$ cat config.mk
export PLATFORM = sky130hd
export DESIGN_NAME = mtwb_ctrl
export DESIGN_NICKNAME = d
export VERILOG_FILES = /design/src/design/mtwb_pkg.sv /design/src/design/mtwb_ctrl.sv
export SDC_FILE = /design/constraint.sdc
export NUM_CORES = 1
export LEC_CHECK = 0
export ABC_AREA = 1
export BUFFER_PORTS_ARGS = -buffer_cell sky130_fd_sc_hd__clkbuf_2
export CORE_MARGIN = 2
export CORE_UTILIZATION = 51
export CTS_BUF_LIST = sky130_fd_sc_hd__clkbuf_4 sky130_fd_sc_hd__clkbuf_8 sky130_fd_sc_hd__clkbuf_16
export DETAILED_ROUTE_END_ITERATION = 7
export PLACE_DENSITY = 0.74
export SLEW_MARGIN = 10
export SYNTH_ARGS = -nofsm -noshare
export SYNTH_HDL_FRONTEND = slang
export SYNTH_SLANG_ARGS = --single-unit
$ cat constraint.sdc
create_clock -name clk -period 3 [get_ports clk]
set_input_delay 0.6 -clock clk [delete_from_list [all_inputs] [get_ports clk]]
set_output_delay 0.6 -clock clk [all_outputs]
set_load 0.01 [all_outputs]
$ cat src/design/mtwb_pkg.sv
// shared types and constants for the mt19937 word and bounded draw unit
package mtwb_pkg;

  localparam int unsigned N_WORDS   = 624;
  localparam int unsigned M_OFFSET  = 397;
  localparam logic [31:0] TWIST_MAT = 32'h9908b0df;
  localparam logic [31:0] HIGH_BIT  = 32'h80000000;
  localparam logic [31:0] LOW_BITS  = 32'h7fffffff;
  localparam logic [31:0] MUL_LIN   = 32'd1812433253;
  localparam logic [31:0] MUL_MIX1  = 32'd1664525;
  localparam logic [31:0] MUL_MIX2  = 32'd1566083941;
  localparam logic [31:0] SEED_LIN  = 32'd19650218;

  typedef enum logic [1:0] {
    ACT_WORD   = 2'd0,
    ACT_BOUND  = 2'd1,
    ACT_RESEED = 2'd2,
    ACT_NONE   = 2'd3
  } action_t;

  // datapath operation selector
  typedef enum logic [2:0] {
    OP_IDLE,
    OP_LIN,
    OP_MIX1,
    OP_MIX2,
    OP_FIX0,
    OP_TWIST,
    OP_DRAW
  } op_t;

  typedef enum logic [3:0] {
    ST_BOOT,
    ST_LIN,
    ST_MIX1,
    ST_MIX2,
    ST_FIX0,
    ST_IDLE,
    ST_REQ,
    ST_TWIST,
    ST_WAIT,
    ST_CHECK,
    ST_OUT
  } state_t;

  typedef struct packed {
    op_t op;
    logic start;
  } cmd_t;

  typedef struct packed {
    logic done;
    logic need_twist;
    logic [31:0] word;
  } sts_t;

  function automatic logic [31:0] temper(input logic [31:0] x);
    logic [31:0] y;
    y = x ^ (x >> 11);
    y = y ^ ((y << 7) & 32'h9d2c5680);
    y = y ^ ((y << 15) & 32'hefc60000);
    y = y ^ (y >> 18);
    return y;
  endfunction

endpackage

$ cat src/design/mtwb_ctrl.sv
// controller state machine for seeding, drawing and rejection
module mtwb_ctrl (
  input  logic           clk,
  input  logic           rst,
  input  logic           in_valid,
  output logic           in_ready,
  input  logic [1:0]     in_action,
  input  logic [30:0]    in_bound,
  output logic           out_valid,
  input  logic           out_ready,
  output logic [31:0]    out_value,
  output mtwb_pkg::cmd_t cmd,
  input  mtwb_pkg::sts_t sts
);

  mtwb_pkg::state_t state, state_next;
  logic [30:0] bnd;
  logic [4:0]  shift;
  logic        bounded;
  logic        reseeding;
  logic [31:0] res;
  logic [31:0] cand;
  logic [5:0]  blen;

  always_comb begin
    blen = 6'd0;
    for (int b = 0; b < 31; b++) begin
      if (in_bound[b]) blen = 6'(b + 1);
    end
  end

  assign cand = sts.word >> shift;
  assign in_ready = (state == mtwb_pkg::ST_IDLE);
  assign out_valid = (state == mtwb_pkg::ST_OUT);
  assign out_value = res;

  always_ff @(posedge clk) begin
    if (rst) begin
      state <= mtwb_pkg::ST_BOOT;
      bnd <= '0;
      shift <= '0;
      bounded <= 1'b0;
      reseeding <= 1'b0;
      res <= '0;
    end else begin
      state <= state_next;
      if (state == mtwb_pkg::ST_IDLE && in_valid) begin
        bnd <= in_bound;
        shift <= 5'(6'd32 - blen);
        bounded <= (mtwb_pkg::action_t'(in_action) == mtwb_pkg::ACT_BOUND);
        reseeding <= (mtwb_pkg::action_t'(in_action) == mtwb_pkg::ACT_RESEED);
        res <= '0;
      end else if (state == mtwb_pkg::ST_CHECK) begin
        res <= bounded ? cand : sts.word;
      end
    end
  end

  always_comb begin
    state_next = state;
    cmd = '{op: mtwb_pkg::OP_IDLE, start: 1'b0};
    case (state)
      mtwb_pkg::ST_BOOT: begin
        cmd = '{op: mtwb_pkg::OP_LIN, start: 1'b1};
        state_next = mtwb_pkg::ST_LIN;
      end
      mtwb_pkg::ST_LIN: begin
        if (sts.done) begin
          cmd = '{op: mtwb_pkg::OP_MIX1, start: 1'b1};
          state_next = mtwb_pkg::ST_MIX1;
        end
      end
      mtwb_pkg::ST_MIX1: begin
        if (sts.done) begin
          cmd = '{op: mtwb_pkg::OP_MIX2, start: 1'b1};
          state_next = mtwb_pkg::ST_MIX2;
        end
      end
      mtwb_pkg::ST_MIX2: begin
        if (sts.done) begin
          cmd = '{op: mtwb_pkg::OP_FIX0, start: 1'b1};
          state_next = mtwb_pkg::ST_FIX0;
        end
      end
      mtwb_pkg::ST_FIX0: begin
        // seeding after reset gives no word
        if (sts.done) state_next = reseeding ? mtwb_pkg::ST_OUT : mtwb_pkg::ST_IDLE;
      end
      mtwb_pkg::ST_IDLE: begin
        if (in_valid) begin
          case (mtwb_pkg::action_t'(in_action))
            mtwb_pkg::ACT_WORD: state_next = mtwb_pkg::ST_REQ;
            mtwb_pkg::ACT_BOUND:
              state_next = (in_bound == '0) ? mtwb_pkg::ST_OUT : mtwb_pkg::ST_REQ;
            mtwb_pkg::ACT_RESEED: begin
              state_next = mtwb_pkg::ST_LIN;
              cmd = '{op: mtwb_pkg::OP_LIN, start: 1'b1};
            end
            default: state_next = mtwb_pkg::ST_OUT;
          endcase
        end
      end
      mtwb_pkg::ST_REQ: begin
        if (sts.need_twist) begin
          cmd = '{op: mtwb_pkg::OP_TWIST, start: 1'b1};
          state_next = mtwb_pkg::ST_TWIST;
        end else begin
          cmd = '{op: mtwb_pkg::OP_DRAW, start: 1'b1};
          state_next = mtwb_pkg::ST_WAIT;
        end
      end
      mtwb_pkg::ST_TWIST: if (sts.done) state_next = mtwb_pkg::ST_REQ;
      mtwb_pkg::ST_WAIT: if (sts.done) state_next = mtwb_pkg::ST_CHECK;
      mtwb_pkg::ST_CHECK:
        state_next = (bounded && cand >= {1'b0, bnd}) ? mtwb_pkg::ST_REQ
                                                      : mtwb_pkg::ST_OUT;
      mtwb_pkg::ST_OUT: if (out_ready) state_next = mtwb_pkg::ST_IDLE;
      default: state_next = mtwb_pkg::ST_IDLE;
    endcase
  end

`ifndef SYNTHESIS
  a_no_accept_busy: assert property (@(posedge clk) disable iff (rst)
    (state != mtwb_pkg::ST_IDLE) |-> !in_ready) else $error("accept while busy");
  a_out_hold: assert property (@(posedge clk) disable iff (rst)
    (out_valid && !out_ready) |=> (out_valid && $stable(out_value)))
    else $error("result dropped");
  a_bound_ok: assert property (@(posedge clk) disable iff (rst)
    (out_valid && bounded && bnd != '0) |-> (res < {1'b0, bnd}))
    else $error("bounded result out of range");
`endif

endmodule

==> out/qor.csv <==
stage,metric,value,unit
sta,final setup vio count,3,
setup_path,flop2flop setup slack,-0.18,ns
power,Sequential Power Share,30.3,%
sta,RSZ-0062 raised after global routing,yes,
route,DRC violations left,0,
die,IO Pins,109,
synthesis,syn nets,1027,
cells_and_area,nets,1245,
synthesis,Post-synth EDFFs,0,
setup_path,Worst Setup Start Kind,flip-flop,
power,Peak VDD IR,0.0004825,V
global_routing,GRT overflow,0,
clock_network,Num CTS Buffers,9,
global_routing,pin count of the biggest net entering global routing,55,
synthesis,asr flop ratio synth,0,%
sta,setup ws final,-0.1842,ns
synthesis,Cells after Synth,924,
setup_path,critical path class,reg2reg,
clock_network,Sink Count,74,
sta,period utilisation layout,106.1,%
placement,Port Buffers,108,
power,Leak Pwr,0.003826,uW
route,WL/cell,14.99,um
global_routing,first-pass GRT wire length,29470,um
route,Routed WL,19280,um
clock_network,Root Driver,clkbuf_8,
sta,Final Max Tran Viols,0,
setup_path,R2R depth,20,
synthesis,Synth cell types,31,
hold_path,hold path cells,2,
global_routing,initial antenna violation count,0,
power,clock share of power,21.2,%
placement,post-detail-place hpwl,14460,um
sta,Worst-Margin Slew,0.5872,ns
hold_path,Hold Crit Start,out_value[23],
sta,slew margin rel.,59.84,%
global_routing,All-Layer GR Usage,32.17,%
route,Initial DRC Count,487,
die,core box area,10790,um2
die,Die Area,11900,um2
clock_network,CTS tree,yes,
setup_path,required time of the critical path,3.27,ns
setup_path,CP max FO,7,
setup_path,R2R Path End,state[2],
route,DR vias/cell,5.380,
run_status,outcome,"finished, violations left",
setup_path,worst reg2reg startpoint,shift[0],
cells_and_area,Synth-to-Final Area Change,42.91,%
synthesis,most common flop cell mapped by yosys,dfxtp_1,
synthesis,Post-Syn Area,5630,um2
hold_path,Hold Path Sink,out_value[23],
synthesis,"Seq/Total Area, Yosys",26.31,%
sta,Setup Total Neg Slack,-0.4247,ns
cells_and_area,share of cells above drive strength 1,32.72,%
power,Sw Ratio,39.02,%
flow_run,Max-Cap Viols,0,
die,Starting Density,52.17,%
run_status,violated checks,setup timing,
clock_network,worst-skew pair later-pin latency,0.38,ns
synthesis,Yosys warning count,0,
placement,RePlAce Congestion,0.9605,
route,Routed Antenna Nets,0,
route,vias,6919,
placement,pre-CTS WS,-0.5561,ns
global_routing,vias in the first global route,6131,
die,Die Wd,109.1,um
setup_path,Arrival @ worst endpoint,3.45,ns
sta,fmax,0.3141,GHz
synthesis,Yosys reg bits,74,
route,number of iterations in the first detailed-routing pass,5,
hold_path,worst min path class,reg2reg,
power,PwrDens,432.8,nW/um2
die,Row Count,38,
clock_network,Clock Path Buffers,2,
die,Vert. Die Dim,109.1,um
sta,minimum clock period,3.184,ns
clock_network,# H-tree levels,3,
cells_and_area,# diodes,0,
clock_network,CTS Hold Bufs,0,
clock_network,"Reg clk slew, reported paths",0.08,ns
synthesis,syn_area_per_cell,6.094,um2
power,combinational share of power,48.5,%
power,NetSw,1359,uW
setup_path,Setup crit end kind,flip-flop,
sta,clk_skew,0.01206,ns
power,Int Pwr,2123,uW
sta,Final Hold Fails,0,
-- Yosys cell counts (all sizes together) (8+ instances only) --
| cell | n | area, um2 |
|---|---|---|
| buf | 16 | 71.32 |
| nor2 | 89 | 334.1 |
| nand3 | 23 | 115.1 |
| inv | 135 | 506.7 |
| nand2 | 204 | 765.7 |
| a21oi | 90 | 450.4 |
| o21ai | 119 | 595.6 |
| dfxtp | 74 | 1481 |
| o211ai | 8 | 60.06 |
| a211oi | 9 | 67.56 |
| ha | 32 | 400.4 |
| o22ai | 35 | 219.0 |
| mux2i | 15 | 150.1 |
| clkbuf | 34 | 127.6 |
-- final cells by class --
type | count | area (um2)
clock buffers | 11 | 151.4
clock inverters | 4 | 26.28
fillers | 906 | 2746
inverters | 136 | 514.2
multi-input cells | 664 | 3881
flip-flops and latches | 74 | 1485
well taps | 140 | 175.2
repair buffers | 257 | 1813
-- through the flow --
| stage | area [um2] | util [%] | instances | hold WS (ns) | power [uW] |
|---|---|---|---|---|---|
| 2_1_floorplan | 5630 | - | 924 | 0.4432 | 1818 |
| 3_3_place_gp | 7066 | 65.46 | 1234 | 0.4522 | 2422 |
| 3_5_place_dp | 7066 | 65.46 | 1234 | 0.4551 | 2418 |
| 4_1_cts | 7757 | 71.88 | 1276 | 0.4675 | 3350 |
| 5_1_grt | 8046 | 74.55 | 1286 | 0.4895 | 3700 |
| 6_report | 8046 | 74.55 | 1286 | 0.4655 | 3482 |
-- registers in the layout (all words and copies together) (netlist names) --
register   count
out_value     32
bnd           31
shift          5
state          4
bounded        1
reseeding      1
-- worst max path at each step --
stage | start | endpoint | slack (ns) | cells past startpoint
floorplan | shift[1] | state[3] | 0.15 | 17
global placement | sts[7] | state[3] | -0.48 | 18
detailed placement | sts[17] | state[3] | -0.56 | 20
CTS | shift[0] | state[3] | -0.14 | 20
global route | shift[0] | state[3] | -0.43 | 21
finish | shift[0] | state[2] | -0.18 | 20
-- worst max-delay path, cell delays in order, from the launching register on --
cell and delay, ns:
dfxtp_4 0.41, buf_12 0.14, clkinvlp_4 0.15, nand2_2 0.12, nand2_4 0.06, o21ai_2 0.14
nor2_1 0.05, a31oi_1 0.22, nand2_1 0.11, o21ai_2 0.10, buf_4 0.15, o21ai_4 0.06
ha_4 0.29, nand2_2 0.05, o21ai_1 0.13, a21oi_1 0.08, o31ai_1 0.24, nand2_1 0.10
nand3_2 0.10, nand3_2 0.08, a221oi_2 0.30
-- power by group through the flow --
stage / Combinational [uW] / Clock, uW / Sequential (uW)
final: 1690 / 738 / 1060
after global routing: 1850 / 786 / 1060
after CTS: 1550 / 747 / 1060
after detailed placement: 1340 / 0 / 1080
after global placement: 1340 / 0 / 1080
after floorplan: 743 / 0 / 1070
-- placed cells by master (no fill, tap or decap), types with 26 or more instances in the layout --
cell type / instances
dfxtp_1: 73
nor2_1: 85
o22ai_1: 34
inv_1: 129
ha_1: 26
nand2_1: 183
o21ai_0: 47
buf_4: 138
o21ai_1: 30
o21ai_2: 39
clkbuf_2: 107
a21oi_1: 84
-- routing by layer --
metal  up-vias  GRT usage [%]  routed length (um)
li1       3540              -                   -
met1      3092          43.16                8701
met2       242          51.82                8808
met3        45          4.065                1141
met4         0          13.55                 626
met5         -              0                   0
-- cell families (layout without fill, tap and decap cells) --
family                     count (synthesis)  after routing  share of synthesized area (%)
muxes                                     15             15                          2.667
and+or+nand+nor                          334            334                          23.42
buffers and inverters                    186            408                          12.60
DFF                                       74             74                          26.31
AOI/OAI and AO/OA                        282            282                          27.73
adders and majority gates                 32             32                          7.111
xor gates and xnor gates                   1              1                         0.1556
-- repair_timing --
item                       CTS  global route
gates resized for setup    119            70
setup endpoints to repair    2             6
pin swaps                   30            32
setup buffers               27            10
cloned                       3             0
No activity file was read; power rests on OpenSTA's default activity.
